[src/design/wpm_pkg.sv]
// Shared constants and types of the window pooling block.
// Used by every module of the block; depends on nothing.
package wpm_pkg;

  // Default sizing of the line store.
  localparam int MAX_WIN_D      = 8;
  localparam int MAX_COLS_D     = 256;
  localparam int MAX_CHANNELS_D = 16;

  // Data and register widths.
  localparam int DATA_W   = 16;
  localparam int CFG_IW   = 3;
  localparam int CFG_DW   = 11;
  localparam int NUM_REGS = 7;

  // Widths that carry the largest legal parameter values.
  localparam int SLOT_W = 4;
  localparam int COL_W  = 12;
  localparam int CH_W   = 8;
  localparam int WIN_W  = 5;
  localparam int AREA_W = 9;

  // Register indexes.
  localparam logic [CFG_IW-1:0] REG_MODE     = 3'd0;
  localparam logic [CFG_IW-1:0] REG_WIN_ROWS = 3'd1;
  localparam logic [CFG_IW-1:0] REG_WIN_COLS = 3'd2;
  localparam logic [CFG_IW-1:0] REG_STRIDE   = 3'd3;
  localparam logic [CFG_IW-1:0] REG_MAP_ROWS = 3'd4;
  localparam logic [CFG_IW-1:0] REG_MAP_COLS = 3'd5;
  localparam logic [CFG_IW-1:0] REG_CHANNELS = 3'd6;

  // Pool modes.
  localparam logic MODE_MAX = 1'b0;
  localparam logic MODE_AVG = 1'b1;

  // One line store write.
  typedef struct packed {
    logic                     we;
    logic [SLOT_W-1:0]        slot;
    logic [COL_W-1:0]         col;
    logic [CH_W-1:0]          ch;
    logic signed [DATA_W-1:0] data;
  } wr_t;

  // One window job from the front to the back.
  typedef struct packed {
    logic              valid;
    logic [SLOT_W-1:0] slot;
    logic [COL_W-1:0]  left;
    logic [CH_W-1:0]   ch;
    logic [WIN_W-1:0]  rows;
    logic [WIN_W-1:0]  cols;
    logic [AREA_W-1:0] area;
    logic              mode;
    logic              last;
  } job_t;

  // One finished result.
  typedef struct packed {
    logic signed [DATA_W-1:0] pooled;
    logic                     frame_last;
  } res_t;

endpackage

[src/design/wpm_resq.sv]
// Two-entry result queue in front of the output port.
// Depends on wpm_pkg.
module wpm_resq (
  input  logic          clk,
  input  logic          rst_n,
  input  logic          push,
  input  wpm_pkg::res_t push_data,
  output logic          full,
  input  logic          pop,
  output logic          empty,
  output wpm_pkg::res_t pop_data
);

  wpm_pkg::res_t slot_r [2];
  logic       wptr_r, rptr_r;
  logic [1:0] cnt_r;
  logic       do_push, do_pop;

  assign full     = (cnt_r == 2'd2);
  assign empty    = (cnt_r == 2'd0);
  assign do_push  = push && !full;
  assign do_pop   = pop && !empty;
  assign pop_data = slot_r[rptr_r];

  // Storage.
  always_ff @(posedge clk) begin
    if (do_push) begin
      slot_r[wptr_r] <= push_data;
    end
  end

  // Pointers and fill count.
  always_ff @(posedge clk) begin
    if (!rst_n) begin
      wptr_r <= 1'b0;
      rptr_r <= 1'b0;
      cnt_r  <= 2'd0;
    end else begin
      if (do_push) begin
        wptr_r <= !wptr_r;
      end
      if (do_pop) begin
        rptr_r <= !rptr_r;
      end
      cnt_r <= cnt_r + 2'(do_push) - 2'(do_pop);
    end
  end

endmodule

[config.mk]
export PLATFORM = sky130hd
export DESIGN_NAME = wpm_resq
export DESIGN_NICKNAME = d
export VERILOG_FILES = /design/src/design/wpm_pkg.sv /design/src/design/wpm_resq.sv
export SDC_FILE = /design/constraint.sdc
export NUM_CORES = 1
export LEC_CHECK = 0
export ABC_AREA = 1
export BUFFER_PORTS_ARGS = -buffer_cell sky130_fd_sc_hd__clkbuf_2
export CAP_MARGIN = 10
export CORE_ASPECT_RATIO = 0.6
export CORE_UTILIZATION = 55
export DETAILED_ROUTE_END_ITERATION = 10
export PLACE_DENSITY = 0.87
export SLEW_MARGIN = 0
export SYNTH_ARGS = -nofsm -noshare
export SYNTH_HDL_FRONTEND = slang
export SYNTH_SLANG_ARGS = --single-unit
[constraint.sdc]
create_clock -name clk -period 3.6 [get_ports clk]
set_input_delay 0.54 -clock clk [delete_from_list [all_inputs] [get_ports clk]]
set_output_delay 0.54 -clock clk [all_outputs]
set_load 0.02 [all_outputs]
=== Word level (Yosys, flattened, before mapping) ===
Memories as Yosys holds them, arrays and structs flattened. A register that Yosys moved wholly into a read port is not among the register bits.
Index checks and enable logic that the tools add are counted.
W data, S select, Z words.

* Flip-flop bits (word level): 4
* Bits in writable memories: 34
* Input bits: 21
* Output and inout bits: 19
* Memories: 1

* Add/subtract/negate cells: 2
* Equality and inequality tests: 1
* Mux-type cells: 4
* Reduce and logical (&&, ||, !) cells: 7

{| class="wikitable"
|+ Memories
! memory !! words !! width !! read ports !! clocked after memory_dff !! write ports !! RTL line !! text
|-
| slot_r || 2 || 17 || 1 || 1 || 1 || wpm_resq.sv:14 || <nowiki>wpm_pkg::res_t slot_r [2];</nowiki>
|}

{| class="wikitable"
|+ Operators by type and width
! cell !! count
|-
| $logic_not A1 Y1 || 4
|-
| $mux W1 || 4
|-
| $add A2 B1 Y2 || 1
|-
| $eq A2 B2 Y1 const B || 1
|-
| $logic_and A1 B1 Y1 || 2
|-
| $logic_not A2 Y1 || 1
|-
| $sub A2 B1 Y2 || 1
|}

=== Logic depth before layout (Yosys ltp) ===
* Depth in word-level cells: 5
* Depth in mapped cells: 11
* Depth with buffers taken out: 11

=== Least setup slack after synthesis ===
Ideal clock, no wire load.

* Path kind: input-to-reg
* Start: in push
* End: mem slot_r[0][0] in the netlist's numbering (enable)
* Data arrival time: 1.343 ns
* Setup slack: 1.866 ns
* Cell stages on the path: 2
* Cells stage by stage: nand2_1 -> nor2_1

* Longest elaborated chain between the ends: 3

{| class="wikitable"
|+ RTL lines
! what !! RTL line !! text
|-
| from (decl) || wpm_resq.sv:6 || <nowiki>input logic push,</nowiki>
|-
| $logic_and A1 B1 Y1 || wpm_resq.sv:21 || <nowiki>assign do_push = push && !full;</nowiki>
|-
| $mux W1 || wpm_resq.sv:27 || <nowiki>if (do_push) begin</nowiki>
|-
| $mux W1 (not written as such) || wpm_resq.sv:28 || <nowiki>slot_r[wptr_r] <= push_data;</nowiki>
|-
| to (decl) || wpm_resq.sv:14 ||
|}

No other way between the ends.

==> results.yml <==
route:
  drtPass1Iterations: 5
  viasPerCell: 4.90
  routed_wl_mm: 2.31
  ant_nets: 0
  drt_iter0_drc: 28
  vias: 828
  routedWlPerCell_um: 13.7
  drc: 0
critical_path:
  cp-start-kind: "register"
  worstPathMaxFanout: 17
  crit_path_end_kind: "primary output"
  crit_chain: "mux2_2 > clkbuf_2"
  max_stage_delay_ns: 0.93
  worstReg2RegStart: "cnt_r[0]$_SDFF_PN0_"
  r2r_cells: 5
  endpoint: "pop_data[16]"
  slowest_stage: "dfxtp_1"
  critPathRequiredTime_ns: 3.06
  critPathTopFamily: "flip-flops"
  critical_path_class: "register to primary output"
  cp.depth: 2
  rrSetupSlack_ns: 1.85
  cp_num_buf_inv: 1
  r2r-end: "slot_r[0][5]$_DFFE_PP_"
  arrival_ns: 1.80
cts:
  cts_made_buffers: 5
  cts_root_buffer: "clkbuf_8"
  insertion_delay_ns: 0.28
  cts_resized: 0
  cts_tree: "built"
  ctsHtreeMaxLevel: 2
  postCtsSetupBuffers: 0
  cts_hold_buf: 0
  clk_pin_slew_ns: 0.07
  cts.path.max_buffers: 2
  cts_sinks: 39
floorplanning:
  num_rows: 14
  die-height_um: 42.8
  start_util_pct: 59.4
  io_pins: 40
  core_area_mm2: 0.00257
  die_w_um: 70.1
  die-area_mm2: 0.00300
timing:
  hold_violations: 0
  final-max-slew-violation-count: 0
  worst_slack_ns: 1.26
  finalCritPeriodShare_pct: 65.1
  tns_ns: 0
  fin_crit_ns: 2.34
  setup-violations-final: 0
  worst_clock_skew_ns: 0.00497
  hold_ws_ns: 0.443
  rsz0062_at_grt: "false"
  clock.fmax_ghz: 0.427
  slew_headroom_pct: 37.8
  tightest_slew_ns: 0.932
global_route:
  grt_pass1_wl_mm: 3.67
  grt_max_degree: 18
  grt_pass1_vias: 846
  grt_remaining_overflow: 0
  grt_usage_pct: 17.2
  antenna_found_initial: 0
layout:
  antennaDiodeCount: 0
  final_cell_area_mm2: 0.00182
  syn_to_final_growth_pct: 19.1
  final_cells: 169
  num-nets-final: 159
  drive_gt1_share_pct: 45.3
placement:
  dp_slack_ns: 1.54
  post_dp_cell_area_mm2: 0.00174
  hpwl_mm: 1.68
  portBuffers: 39
  gp_congestion: 0.822
  place_inst: 161
logic_synthesis:
  syn_area_mm2: 0.00153
  ys_warn_count: 0
  synth-seq-area-share_pct: 73.3
  synth-seq-cells: 39
  syn_nets: 114
  syn-instance-count: 91
  synth_cell_types: 12
  syn_area_per_cell_um2: 16.8
pwr:
  p_leak_nw: 0.773
  p_sw_share_pct: 31.7
  clock_power_share_pct: 20.8
  powerDensity_mw_per_mm2: 711
  peakVddDrop_v: 0.000449
  p_comb_share_pct: 30.5
  internal_power_mw: 0.885
  p_switching_mw: 0.410
  pwr-share-seq_pct: 48.7
run:
  maxCapViolCount: 0
min_path:
  hold_class: "input port to register"
outcome:
  status: "completed"
-- flip-flops by register name, indices dropped and copies added, names as in the netlist, named ones only --
signal and flops:
cnt_r 2, wptr_r 1, rptr_r 1, slot_r 34
-- how the worst min path moves through the flow --
stage / from / endpoint / depth (start not counted)
after floorplan: rptr_r$_SDFFE_PN0P_ / register / 2
after global placement: rptr_r$_SDFFE_PN0P_ / rptr_r$_SDFFE_PN0P_ / 2
after detailed placement: rptr_r$_SDFFE_PN0P_ / rptr_r$_SDFFE_PN0P_ / 2
after CTS: push_data[14] / slot_r[0][14]$_DFFE_PP_ / 1
after global routing: push_data[6] / slot_r[0][6]$_DFFE_PP_ / 1
final: push_data[14] / slot_r[0][14]$_DFFE_PP_ / 1
-- cells by family after synthesis --
| kind of cell | count (synthesis) | synth area share [%] |
|---|---|---|
| DFF | 39 | 73.3 |
| adders and majority gates | 2 | 1.64 |
| AOI/OAI and AO/OA | 2 | 0.655 |
| muxes | 17 | 15.0 |
| buffers and inverters | 11 | 4.26 |
| and+or+nand+nor | 20 | 5.16 |
-- through the flow --
stage / total power, mW / utilization [%]
finish: 1.30 / 70.7
global route: 1.36 / 70.7
CTS: 1.30 / 70.7
detailed placement: 1.04 / 67.6
global placement: 1.02 / 67.6
floorplan: 0.932 / -
-- layer usage --
| metal | global-route usage, % | vias up | wire, µm |
|---|---|---|---|
| li1 | - | 412 | - |
| met1 | 18.9 | 384 | 906 |
| met2 | 29.8 | 32 | 1220 |
| met3 | 8.31 | 0 | 188 |
| met4 | 5.60 | 0 | 0 |
| met5 | 0 | - | 0 |
-- power groups by stage --
stage / logic (mW) / registers (mW) / clock network (mW)
4_1_cts: 0.398 / 0.631 / 0.276
5_1_grt: 0.427 / 0.641 / 0.289
2_1_floorplan: 0.326 / 0.606 / 0
6_report: 0.395 / 0.630 / 0.270
3_5_place_dp: 0.397 / 0.640 / 0
3_3_place_gp: 0.383 / 0.635 / 0
-- cell usage after synthesis (all sizes together) --
| cell | number | area share, % |
|---|---|---|
| edfxtp | 34 | 67 |
| mux2 | 17 | 15 |
| inv | 9 | 2.2 |
| nand2 | 9 | 2.2 |
| nor2 | 8 | 2.0 |
| dfxtp | 5 | 6.5 |
| nand3 | 3 | 0.98 |
| a21oi | 2 | 0.65 |
| buf | 2 | 2.0 |
| ha | 2 | 1.6 |
-- layout make-up --
class | count | area [µm²]
Clock buffer | 8 | 80.1
Inverter | 9 | 33.8
Sequential cell | 39 | 1120
Fill cell | 169 | 754
Multi-Input combinational cell | 41 | 343
Tap cell | 32 | 40.0
Timing Repair Buffer | 40 | 203
-- layout by cell type, fill, tap and decap left out --
cell	synthesis	routed
nor2_1	8	8
clkbuf_8	0	5
dfxtp_1	5	5
mux2_2	7	7
clkbuf_2	0	39
clkbuf_1	0	3
inv_1	9	9
nand3_1	3	3
mux2_4	10	10
buf_4	0	1
nand2_1	9	9
edfxtp_1	34	34
ha_1	2	2
a21oi_1	2	2
Note: power is estimated with default switching activity, not from simulation.
