[config.mk]
export PLATFORM = sky130hd
export DESIGN_NAME = wpm_front
export DESIGN_NICKNAME = d
export VERILOG_FILES = /design/src/design/wpm_pkg.sv /design/src/design/wpm_front.sv
export SDC_FILE = /design/constraint.sdc
export NUM_CORES = 1
export LEC_CHECK = 0
export BUFFER_PORTS_ARGS = -buffer_cell sky130_fd_sc_hd__buf_4
export CAP_MARGIN = 30
export CELL_PAD_IN_SITES_DETAIL_PLACEMENT = 0
export CELL_PAD_IN_SITES_GLOBAL_PLACEMENT = 1
export CORE_UTILIZATION = 30
export CTS_BUF_LIST = sky130_fd_sc_hd__clkbuf_16
export CTS_CLUSTER_DIAMETER = 120
export CTS_CLUSTER_SIZE = 14
export DETAILED_ROUTE_END_ITERATION = 8
export PLACE_DENSITY = 0.58
export REMOVE_ABC_BUFFERS = 1
export SYNTH_ARGS = -nofsm -noshare
export SYNTH_HDL_FRONTEND = slang
export SYNTH_SLANG_ARGS = --single-unit
[constraint.sdc]
create_clock -name clk -period 6.43 [get_ports clk]
set_input_delay 0.9645 -clock clk [delete_from_list [all_inputs] [get_ports clk]]
set_output_delay 0.9645 -clock clk [all_outputs]
set_load 0.03 [all_outputs]
[src/design/wpm_pkg.sv]
// Shared constants and types of the window pooling block.
// Used by every module of the block; depends on nothing.
package wpm_pkg;

  // Default sizing of the line store.
  localparam int MAX_WIN_D      = 8;
  localparam int MAX_COLS_D     = 256;
  localparam int MAX_CHANNELS_D = 16;

  // Data and register widths.
  localparam int DATA_W   = 16;
  localparam int CFG_IW   = 3;
  localparam int CFG_DW   = 11;
  localparam int NUM_REGS = 7;

  // Widths that carry the largest legal parameter values.
  localparam int SLOT_W = 4;
  localparam int COL_W  = 12;
  localparam int CH_W   = 8;
  localparam int WIN_W  = 5;
  localparam int AREA_W = 9;

  // Register indexes.
  localparam logic [CFG_IW-1:0] REG_MODE     = 3'd0;
  localparam logic [CFG_IW-1:0] REG_WIN_ROWS = 3'd1;
  localparam logic [CFG_IW-1:0] REG_WIN_COLS = 3'd2;
  localparam logic [CFG_IW-1:0] REG_STRIDE   = 3'd3;
  localparam logic [CFG_IW-1:0] REG_MAP_ROWS = 3'd4;
  localparam logic [CFG_IW-1:0] REG_MAP_COLS = 3'd5;
  localparam logic [CFG_IW-1:0] REG_CHANNELS = 3'd6;

  // Pool modes.
  localparam logic MODE_MAX = 1'b0;
  localparam logic MODE_AVG = 1'b1;

  // One line store write.
  typedef struct packed {
    logic                     we;
    logic [SLOT_W-1:0]        slot;
    logic [COL_W-1:0]         col;
    logic [CH_W-1:0]          ch;
    logic signed [DATA_W-1:0] data;
  } wr_t;

  // One window job from the front to the back.
  typedef struct packed {
    logic              valid;
    logic [SLOT_W-1:0] slot;
    logic [COL_W-1:0]  left;
    logic [CH_W-1:0]   ch;
    logic [WIN_W-1:0]  rows;
    logic [WIN_W-1:0]  cols;
    logic [AREA_W-1:0] area;
    logic              mode;
    logic              last;
  } job_t;

  // One finished result.
  typedef struct packed {
    logic signed [DATA_W-1:0] pooled;
    logic                     frame_last;
  } res_t;

endpackage

[src/design/wpm_front.sv]
// Front end: configuration registers, raster counters and window detection.
// Depends on wpm_pkg.
module wpm_front #(
  parameter int MAX_WIN      = wpm_pkg::MAX_WIN_D,
  parameter int MAX_COLS     = wpm_pkg::MAX_COLS_D,
  parameter int MAX_CHANNELS = wpm_pkg::MAX_CHANNELS_D
) (
  input  logic                              clk,
  input  logic                              rst_n,
  input  logic                              cfg_we,
  input  logic [wpm_pkg::CFG_IW-1:0]        cfg_index,
  input  logic [wpm_pkg::CFG_DW-1:0]        cfg_wdata,
  input  logic                              in_push,
  input  logic signed [wpm_pkg::DATA_W-1:0] in_sample,
  output logic                              in_full,
  input  logic                              back_idle,
  output wpm_pkg::wr_t                      wr_o,
  output wpm_pkg::job_t                     job_o
);

  localparam int SW = (MAX_WIN > 1) ? $clog2(MAX_WIN) : 1;
  localparam int CW = (MAX_COLS > 1) ? $clog2(MAX_COLS) : 1;
  localparam int HW = (MAX_CHANNELS > 1) ? $clog2(MAX_CHANNELS) : 1;

  logic        mode_r;
  logic [3:0]  win_rows_r, win_cols_r, stride_r;
  logic [10:0] map_rows_r;
  logic [8:0]  map_cols_r;
  logic [4:0]  channels_r;

  logic [9:0]    row_r, row_nxt;
  logic [CW-1:0] col_r, col_nxt;
  logic [HW-1:0] ch_r, ch_nxt;
  logic [SW-1:0] slot_r, slot_nxt;
  logic [3:0]    rmod_r, rmod_nxt, cmod_r, cmod_nxt;

  logic [4:0]  wr_e, wc_e;
  logic [3:0]  st_e;
  logic [10:0] mr_e;
  logic [12:0] mc_e;
  logic [8:0]  nc_e;

  logic        accept, rok, cok, hit, ch_end, col_end, row_end, last_r_ok, last_c_ok;
  logic        cfg_hit;
  logic [10:0] top;
  logic [12:0] left;
  logic [5:0]  slot0;
  logic [5:0]  wr_m1;

  // Effective sizes: zero acts as one; large window, map and channel sizes are clamped.
  always_comb begin
    wr_e = (win_rows_r == 4'd0) ? 5'd1 :
           ({1'b0, win_rows_r} > 5'(MAX_WIN)) ? 5'(MAX_WIN) : {1'b0, win_rows_r};
    wc_e = (win_cols_r == 4'd0) ? 5'd1 :
           ({1'b0, win_cols_r} > 5'(MAX_WIN)) ? 5'(MAX_WIN) : {1'b0, win_cols_r};
    st_e = (stride_r == 4'd0) ? 4'd1 : stride_r;
    mr_e = (map_rows_r == 11'd0) ? 11'd1 :
           (map_rows_r > 11'd1024) ? 11'd1024 : map_rows_r;
    mc_e = (map_cols_r == 9'd0) ? 13'd1 :
           (13'(map_cols_r) > 13'(MAX_COLS)) ? 13'(MAX_COLS) : 13'(map_cols_r);
    nc_e = (channels_r == 5'd0) ? 9'd1 :
           (9'(channels_r) > 9'(MAX_CHANNELS)) ? 9'(MAX_CHANNELS) : 9'(channels_r);
  end

  assign in_full = !back_idle;
  assign accept  = in_push && !in_full;
  assign cfg_hit = cfg_we && (cfg_index < 3'(wpm_pkg::NUM_REGS));

  // Window detection for the current sample.
  always_comb begin
    rok       = (11'(row_r) + 11'd1) >= 11'(wr_e);
    cok       = (13'(col_r) + 13'd1) >= 13'(wc_e);
    hit       = rok && cok && (rmod_r == 4'd0) && (cmod_r == 4'd0);
    top       = 11'(row_r) + 11'd1 - 11'(wr_e);
    left      = 13'(col_r) + 13'd1 - 13'(wc_e);
    last_r_ok = (12'(top) + 12'(st_e)) > (12'(mr_e) - 12'(wr_e));
    last_c_ok = (14'(left) + 14'(st_e)) > (14'(mc_e) - 14'(wc_e));
    ch_end    = (9'(ch_r) + 9'd1) >= nc_e;
    col_end   = (13'(col_r) + 13'd1) >= mc_e;
    row_end   = (11'(row_r) + 11'd1) >= mr_e;
    wr_m1     = 6'(wr_e) - 6'd1;
    slot0     = (6'(slot_r) >= wr_m1) ? 6'(slot_r) - wr_m1
                                      : 6'(slot_r) + 6'(MAX_WIN) - wr_m1;
  end

  // Raster counter advance.
  always_comb begin
    ch_nxt   = ch_r;
    col_nxt  = col_r;
    row_nxt  = row_r;
    slot_nxt = slot_r;
    rmod_nxt = rmod_r;
    cmod_nxt = cmod_r;
    if (!ch_end) begin
      ch_nxt = ch_r + HW'(1);
    end else begin
      ch_nxt = '0;
      if (!col_end) begin
        col_nxt = col_r + CW'(1);
        if ((13'(col_r) + 13'd2) >= 13'(wc_e)) begin
          cmod_nxt = !cok ? 4'd0 : ((cmod_r + 4'd1) == st_e) ? 4'd0 : cmod_r + 4'd1;
        end
      end else begin
        col_nxt  = '0;
        cmod_nxt = 4'd0;
        if (!row_end) begin
          row_nxt  = row_r + 10'd1;
          slot_nxt = (32'(slot_r) == MAX_WIN - 1) ? '0 : slot_r + SW'(1);
          if ((11'(row_r) + 11'd2) >= 11'(wr_e)) begin
            rmod_nxt = !rok ? 4'd0 : ((rmod_r + 4'd1) == st_e) ? 4'd0 : rmod_r + 4'd1;
          end
        end else begin
          row_nxt  = '0;
          slot_nxt = '0;
          rmod_nxt = 4'd0;
        end
      end
    end
  end

  // Configuration registers.
  always_ff @(posedge clk) begin
    if (!rst_n) begin
      mode_r     <= wpm_pkg::MODE_MAX;
      win_rows_r <= 4'd2;
      win_cols_r <= 4'd2;
      stride_r   <= 4'd2;
      map_rows_r <= 11'd4;
      map_cols_r <= 9'd4;
      channels_r <= 5'd1;
    end else if (cfg_we) begin
      case (cfg_index)
        wpm_pkg::REG_MODE:     mode_r     <= cfg_wdata[0];
        wpm_pkg::REG_WIN_ROWS: win_rows_r <= cfg_wdata[3:0];
        wpm_pkg::REG_WIN_COLS: win_cols_r <= cfg_wdata[3:0];
        wpm_pkg::REG_STRIDE:   stride_r   <= cfg_wdata[3:0];
        wpm_pkg::REG_MAP_ROWS: map_rows_r <= cfg_wdata[10:0];
        wpm_pkg::REG_MAP_COLS: map_cols_r <= cfg_wdata[8:0];
        wpm_pkg::REG_CHANNELS: channels_r <= cfg_wdata[4:0];
        default: ;
      endcase
    end
  end

  // Raster counters; a register write restarts the image.
  always_ff @(posedge clk) begin
    if (!rst_n || cfg_hit) begin
      row_r  <= '0;
      col_r  <= '0;
      ch_r   <= '0;
      slot_r <= '0;
      rmod_r <= '0;
      cmod_r <= '0;
    end else if (accept) begin
      row_r  <= row_nxt;
      col_r  <= col_nxt;
      ch_r   <= ch_nxt;
      slot_r <= slot_nxt;
      rmod_r <= rmod_nxt;
      cmod_r <= cmod_nxt;
    end
  end

  // Line store write and job hand-off.
  always_comb begin
    wr_o.we   = accept;
    wr_o.slot = wpm_pkg::SLOT_W'(slot_r);
    wr_o.col  = wpm_pkg::COL_W'(col_r);
    wr_o.ch   = wpm_pkg::CH_W'(ch_r);
    wr_o.data = in_sample;

    job_o.valid = accept && hit;
    job_o.slot  = slot0[wpm_pkg::SLOT_W-1:0];
    job_o.left  = left[wpm_pkg::COL_W-1:0];
    job_o.ch    = wpm_pkg::CH_W'(ch_r);
    job_o.rows  = wr_e;
    job_o.cols  = wc_e;
    job_o.area  = wpm_pkg::AREA_W'(10'(wr_e) * 10'(wc_e));
    job_o.mode  = mode_r;
    job_o.last  = last_r_ok && last_c_ok && ((9'(ch_r) + 9'd1) == nc_e);
  end

endmodule

Yosys cells after proc, flatten, opt, wreduce, memory -nomap -nowiden
Cells that the tools add are included.
- bits in registers: 71
- bits of input ports: 35
- logic and storage cells: 119
- add/sub/neg operators: 21
- $mul: 1
- magnitude comparators: 16
- equal/unequal tests: 10
- multiplexer cells: 25
- reductions and logical operators: 33
- operator list (operator ; number):
    $mux 4 ; 15
    $ge 11x4->1 ; 2
    $mux 11 ; 2
    $logic_not 4->1 ; 5
    $mux 9 ; 2
    $reduce_and 2->1 ; 8
    $add 13x4->14 ; 1
    $gt 14x14->1 ; 1
    $ge 13x4->1 ; 1
    $sub 13x4->13 ; 1
    $add 11x4->12 ; 1
    $add 4x1->4 const B ; 3
    $eq 3x3->1 const B ; 4
    $gt 12x12->1 ; 1
    $sub 11x4->12 ; 1
    $add 10x1->11 const B ; 1
    $add 10x2->11 const B ; 1
    $ge 11x11->1 ; 1
    $gt 11x11->1 const B ; 1
    $logic_not 11->1 ; 1
    $sub 11x4->11 ; 1
    $add 10x1->10 const B ; 1
    $mux 10 ; 1
    $mux 5 ; 2
    other kinds (33) ; 48

Logic depth before layout (Yosys ltp)
Gate-level depths: netlist (run 1).
- word-level depth: 8
- depth in mapped cells: 22

Least setup slack after synthesis (run 1)
Ideal clock, no wire load.
- kind: register -> output
- start: register win_cols_r[3]
- end: output job_o[0] (netlist name)
- arrival time: 4.743 ns
- required time: 5.465 ns
- slack: 0.722 ns
- stages on the path, launching flop included: 22
- path buffers: 0
- cell sequence: dfxtp_1 > inv_1 > o21ai_0 > inv_1 > ha_1 > fa_1 > xnor2_1 > ha_1 > a21oi_1 > nor2b_1 > o21ai_0 > inv_1 > nand3_1 > xnor2_1 > ha_1 > a21o_1 > a21o_1 > a21oi_1 > nor2b_1 > o21ai_0 > a21oi_1 > o311a_1
- RTL lines (element ; RTL line ; text):
    start: declaration ; wpm_front.sv:26 ; logic [3:0] win_rows_r, win_cols_r, stride_r;
    start signal: assignment ; wpm_front.sv:135 ; wpm_pkg::REG_WIN_COLS: win_cols_r <= cfg_wdata[3:0];
    end: declaration ; wpm_front.sv:18 ; output wpm_pkg::job_t job_o

==> qor.yml, run 1 <==
outcome: "completed"
worst_path_most_repeated_cell: "inv_1"
drt_iter0_markers: 216
synth-seq-cells: 71
grt_use_total_pct: 17.9
grt_max_degree: 41
cts.htree.levels: 3
hpwl_um: 18900
clock_path_buffers: 2
slowest_delay_ns: 0.53
rsz0062_at_grt: "false"
drive_gt1_share_pct: 12.7
ant_nets: 0
gp_congestion: 0.808
critPathTopFamily: "compound AO/OA/AOI/OAI gates"
power_mw: 1.51
syn_area_um2: 7720
hold_buffers: 0
fp.dieArea_um2: 26400
die_w_um: 162
grt-ovfl-total: 0
worst_pin_slew_ns: 0.888
path_max_fanout: 9
remaining_drc_errors: 0
hold_viol_final: 0
grt_pass1_vias: 6501
ios: 123
start_util_pct: 30.7
synth-async-reset-ratio_pct: 0
p_leak_nw: 4.04
vias: 6627
arrival_ns: 5.08
min_period_over_period_pct: 94.1
rows: 58
clkTransAtPathRegs_ns: 0.06
insertedDiodeCount: 0
final_nets: 1162
synth_edf_count: 0
clock-sinks: 71
timing.critical_path.buf_inv: 5
end_kind: "output port"
syn_avg_cell_area_um2: 8.01
start_kind: "register"
portBuffers: 74
cap_violations: 0
maxSlewViolCount: 0
yosysSeqAreaShare_pct: 18.4
final_util_pct: 34.5
cts_inserted_buffers: 9
setup_viol: 0
hp-class: "reg2reg"
area_delta_synth_final_pct: 12.5
crit_chain: "inv_1, o21ai_0, inv_1, ha_1, fa_1, inv_1, ha_1, a21o_1, a21oi_1, nor2b_1, o21ai_0, inv_1, nand3_1, xnor2_1, ha_1, a21o_1, a21o_1, a21oi_1, nor2b_1, o21ai_0, a21oi_1, o311a_1, buf_4"
power.density_nw_per_um2: 174
die_h_um: 162
core_area_um2: 25200
cts_resized: 0
max_freq_mhz: 165
routedWlPerCell_um: 17.3
relSlewSlack_pct: 40.7
worst_clock_skew_ns: 0.0148
fin_tns_setup_ns: 0
cts_setup_buffers: 0
cts_tree: "built"
required_ns: 5.47
fin_crit_ns: 6.05
clkLatencyLatePin_ns: 0.35
ys.flop_type: "dfxtp_1"
yosys_warnings: 0
grt_pass1_wl_um: 36200
syn_inst: 964
avgViaCountPerCell: 4.94
synth_cell_types: 78
cp_slowest_cell: "fa_1"
crit_type: "reg2out"
holdWs_ns: 0.480
vdd_ir_drop_max_mv: 0.116
clockRootBuffer: "clkbuf_16"
drt-total-wl_um: 23200
dr.pass1.iters: 8
antenna_found_initial: 0
==> synthesized netlist by cell type, drive strengths merged (8+ instances only) <==
library cell    n  area, um^2
a21boi         19         143
fa             11         220
inv            75         282
o21a           14         105
a21oi          30         150
a22o           12         105
nand3          25         138
clkbuf         23         106
nand4          17         106
nand2b         12        75.1
a21o           21         158
mux2i          21         223
nor2b          34         220
xor2           27         236
ha            110        1380
a31oi           8        56.3
nand2         116         438
xnor2          54         492
nor2           63         236
dfxtp          71        1420
buf            48         365
nor3           27         145
o21ai          32         160
and3           10        68.8
==> state kept, by name, summed over array words and instances (netlist names) <==
name        count
ch_r            4
channels_r      5
cmod_r          4
col_r           8
map_cols_r      9
map_rows_r     11
mode_r          1
rmod_r          4
row_r          10
slot_r          3
stride_r        4
win_cols_r      4
win_rows_r      4
==> metal layers <==
layer | up-vias | wire [um] | track usage (%)
met3 | 14 | 827 | 3.13
met2 | 131 | 10500 | 28.9
li1 | 3373 | - | -
met5 | - | 0 | 0
met1 | 3109 | 11500 | 24.5
met4 | 0 | 371 | 4.72
==> power by group <==
part | switching [mW] | internal (mW) | total, mW | leakage [nW]
logic | 0.299 | 0.217 | 0.516 | 3.32
registers | 0.00722 | 0.446 | 0.453 | 0.574
clock network | 0.238 | 0.307 | 0.545 | 0.152
total | 0.544 | 0.969 | 1.51 | 4.04
==> through the flow <==
step	setup WS, ns	instance area (um^2)	std cells
3_3_place_gp	0.724	8370	1325
4_1_cts	0.350	8680	1341
5_1_grt	0.00420	8680	1341
2_1_floorplan	0.444	7290	907
3_5_place_dp	0.756	8370	1325
6_report	0.381	8680	1341
==> logic make-up (layout without fill, tap and decap cells) <==
| family | Yosys count | after routing | share of synthesized area (%) |
|---|---|---|---|
| AND/OR/NAND/NOR | 344 | 344 | 22.4 |
| adder cells (fa/ha/maj) | 121 | 121 | 20.7 |
| buffers and inverters | 149 | 181 | 9.99 |
| multiplexers | 23 | 23 | 3.23 |
| other | 1 | 16 | 0.0486 |
| AO/OA/AOI/OAI | 174 | 174 | 15.8 |
| XOR/XNOR | 81 | 81 | 9.43 |
| flip-flops | 71 | 71 | 18.4 |
==> final cells by class <==
type                    instances  area, um^2
fillers                      2681       16500
multi-input cells             759        5590
flip-flops and latches         71        1420
repair buffers                 88         661
well taps                     330         413
inverters                      77         289
clock buffers                   9         225
clock inverters                 7        81.3
==> placed cells by master, fill, tap and decap left out, types with 12 or more instances in the layout <==
cell type	Yosys	layout
nor2b_1	33	33
nor2_1	63	63
dfxtp_1	71	70
a21o_1	21	21
o21a_1	14	14
nand2_1	115	115
xnor2_1	53	53
ha_1	110	109
o21ai_0	32	32
buf_4	40	88
nand2b_1	12	12
a22o_1	12	12
nand3_1	24	24
mux2i_1	20	20
xor2_1	27	27
nor3_1	25	24
conb_1	1	16
nand4_1	17	17
a21boi_0	18	18
a21oi_1	30	30
inv_1	74	74
==> worst register-to-register path: cells and delay by family (launching register included) <==
| family | cells | cell delay, ns |
|---|---|---|
| AOI/OAI and AO/OA | 4 | 1.57 |
| adders and majority gates | 2 | 0.70 |
| DFF | 1 | 0.45 |
| and+or+nand+nor | 6 | 1.41 |
==> worst paths after layout <==
check	endpoint	slack, ns	from	cells past startpoint
worst max-delay path	job_o[0]	0.38	win_cols_r[3]$_SDFFE_PN0P_	23
worst min-delay path	map_rows_r[0]$_SDFFE_PN0P_	0.48	map_rows_r[0]$_SDFFE_PN0P_	2
worst max register to register	rmod_r[3]$_SDFFE_PP0P_	2.28	row_r[1]$_SDFFE_PP0P_	12
worst min register to register	map_rows_r[0]$_SDFFE_PN0P_	0.48	map_rows_r[0]$_SDFFE_PN0P_	2
(Power assumes the default switching activity.)
==> run 2: changes to the inputs <==
--- a/config.mk
+++ b/config.mk
@@ -10,10 +10,10 @@
 export CELL_PAD_IN_SITES_DETAIL_PLACEMENT = 0
 export CELL_PAD_IN_SITES_GLOBAL_PLACEMENT = 1
 export CORE_UTILIZATION = 30
-export CTS_BUF_LIST = sky130_fd_sc_hd__clkbuf_16
 export CTS_CLUSTER_DIAMETER = 120
 export CTS_CLUSTER_SIZE = 14
 export DETAILED_ROUTE_END_ITERATION = 8
+export GPL_TIMING_DRIVEN = 0
 export PLACE_DENSITY = 0.58
 export REMOVE_ABC_BUFFERS = 1
 export SYNTH_ARGS = -nofsm -noshare
==> qor.yml, run 2 (synthesis results as in run 1) <==
outcome: "completed"
area_delta_synth_final_pct: 12.6
clkLatencyLatePin_ns: 0.37
start_util_pct: 30.7
rsz0062_at_grt: "false"
fin_crit_ns: 6.04
power_mw: 1.52
cap_violations: 0
fp.dieArea_um2: 26400
max_freq_mhz: 166
core_area_um2: 25200
largest_reg_flops: 11
stdcell_count: 1332
hold_viol_final: 0
avgViaCountPerCell: 4.87
antenna_found_initial: 0
place_inst: 1312
worst_pin_slew_ns: 0.872
grt_max_degree: 41
hpwl_um: 17300
drive_gt1_share_pct: 13.6
vdd_ir_drop_max_mv: 0.109
ios: 123
final_cell_mix: "113 x nand2_1, 107 x ha_1, 78 x buf_4"
relSlewSlack_pct: 41.5
start_kind: "register"
die_w_um: 162
power.density_nw_per_um2: 174
cts_tree: "built"
clkTransAtPathRegs_ns: 0.06
min_period_over_period_pct: 93.9
clock-sinks: 71
grt-ovfl-total: 0
final_common_cell: "nand2_1"
rows: 58
reg_top3: "map_rows_r (11), row_r (10), map_cols_r (9)"
maxSlewViolCount: 0
die_h_um: 162
hp-class: "reg2reg"
remaining_drc_errors: 0
crit_type: "reg2out"
worst_clock_skew_ns: 0.0198
portBuffers: 74
cts_inserted_buffers: 9
drt_iter0_markers: 237
whs_path_depth: 2
p_leak_nw: 4.00
insertedDiodeCount: 0
cts.htree.levels: 3
required_ns: 5.47
largest-register: "map_rows_r"
clock_path_buffers: 2
setup_viol: 0
worst-r2r-cell-count: 9
grt_pass1_wl_um: 34200
gp_congestion: 0.811
arrival_ns: 5.08
vias: 6485
path_max_fanout: 13
final_nets: 1153
dr.pass1.iters: 4
drt-total-wl_um: 21300
fin_tns_setup_ns: 0
grt_pass1_vias: 6191
ant_nets: 0
grt_use_total_pct: 16.8
end_kind: "output port"
clockRootBuffer: "clkbuf_16"
routedWlPerCell_um: 16.0
-- run 2: cell types whose count changed in the layout (fill, tap and decap cells not counted), moves of 3 or more --
cell	delta
inv_1	-3
dfxtp_1	-4
clkinv_4	-3
o21ai_0	-3
clkinvlp_4	+4
buf_4	-10
-- run 2: layer usage --
layer	GRT usage, %	routed length, um	vias up
met5	0	0	-
met4	4.80	318	0
met3	3.26	888	19
met2	25.9	9380	121
met1	23.6	10800	2998
li1	-	-	3347
-- run 2: final timing paths --
| check | startpoint | endpoint | slack (ns) |
|---|---|---|---|
| worst max-delay path | row_r[2]$_SDFFE_PP0P_ | job_o[0] | 0.39 |
| worst min-delay path | map_rows_r[0]$_SDFFE_PN0P_ | map_rows_r[0]$_SDFFE_PN0P_ | 0.46 |
| worst max register to register | col_r[0]$_SDFFE_PP0P_ | slot_r[1]$_SDFFE_PP0P_ | 2.45 |
| worst min register to register | map_rows_r[0]$_SDFFE_PN0P_ | map_rows_r[0]$_SDFFE_PN0P_ | 0.46 |
-- run 2: timing repair --
item | 4_1_cts | 5_1_grt
pin swaps | 1 | 0
gates resized for setup | 10 | 17
endpoints found under the setup margin | 1 | 1
hold buffers | 0 | 0
endpoints found under the hold margin | 0 | 0
setup buffers | 1 | 3
-- run 2: worst max-delay path, stage by stage, from the launching register on --
cell	delay [ns]
dfxtp_4	0.45
ha_2	0.27
nand2_1	0.10
xnor2_2	0.18
ha_1	0.39
nor2b_2	0.26
a2111oi_4	0.12
buf_4	0.18
or4b_2	0.66
a31oi_2	0.28
mux2i_1	0.26
xnor2_1	0.11
ha_1	0.31
nand4_1	0.15
nor2_2	0.21
a221oi_1	0.12
o21ai_1	0.18
o311a_1	0.28
buf_4	0.18
-- run 2: report_power, final --
| part | switching (mW) | internal [mW] |
|---|---|---|
| clock network | 0.248 | 0.311 |
| registers | 0.00838 | 0.445 |
| logic | 0.293 | 0.212 |
-- run 2: cell type report --
| type | count | area [um^2] |
|---|---|---|
| inverters | 77 | 297 |
| clock inverters | 7 | 87.6 |
| flip-flops and latches | 71 | 1430 |
| repair buffers | 79 | 591 |
| well taps | 330 | 413 |
| clock buffers | 9 | 225 |
| fillers | 2700 | 16500 |
| multi-input cells | 759 | 5640 |
-- run 2: metrics by stage --
step / setup slack [ns] / hold WS, ns / instance area (um^2) / utilization [%]
floorplan: 0.444 / 0.443 / 7290 / -
CTS: 0.0136 / 0.467 / 8610 / 34.2
global placement: 0.0430 / 0.456 / 8260 / 32.8
finish: 0.390 / 0.463 / 8690 / 34.5
detailed placement: 0.0566 / 0.458 / 8270 / 32.8
global route: 0.00219 / 0.509 / 8690 / 34.5
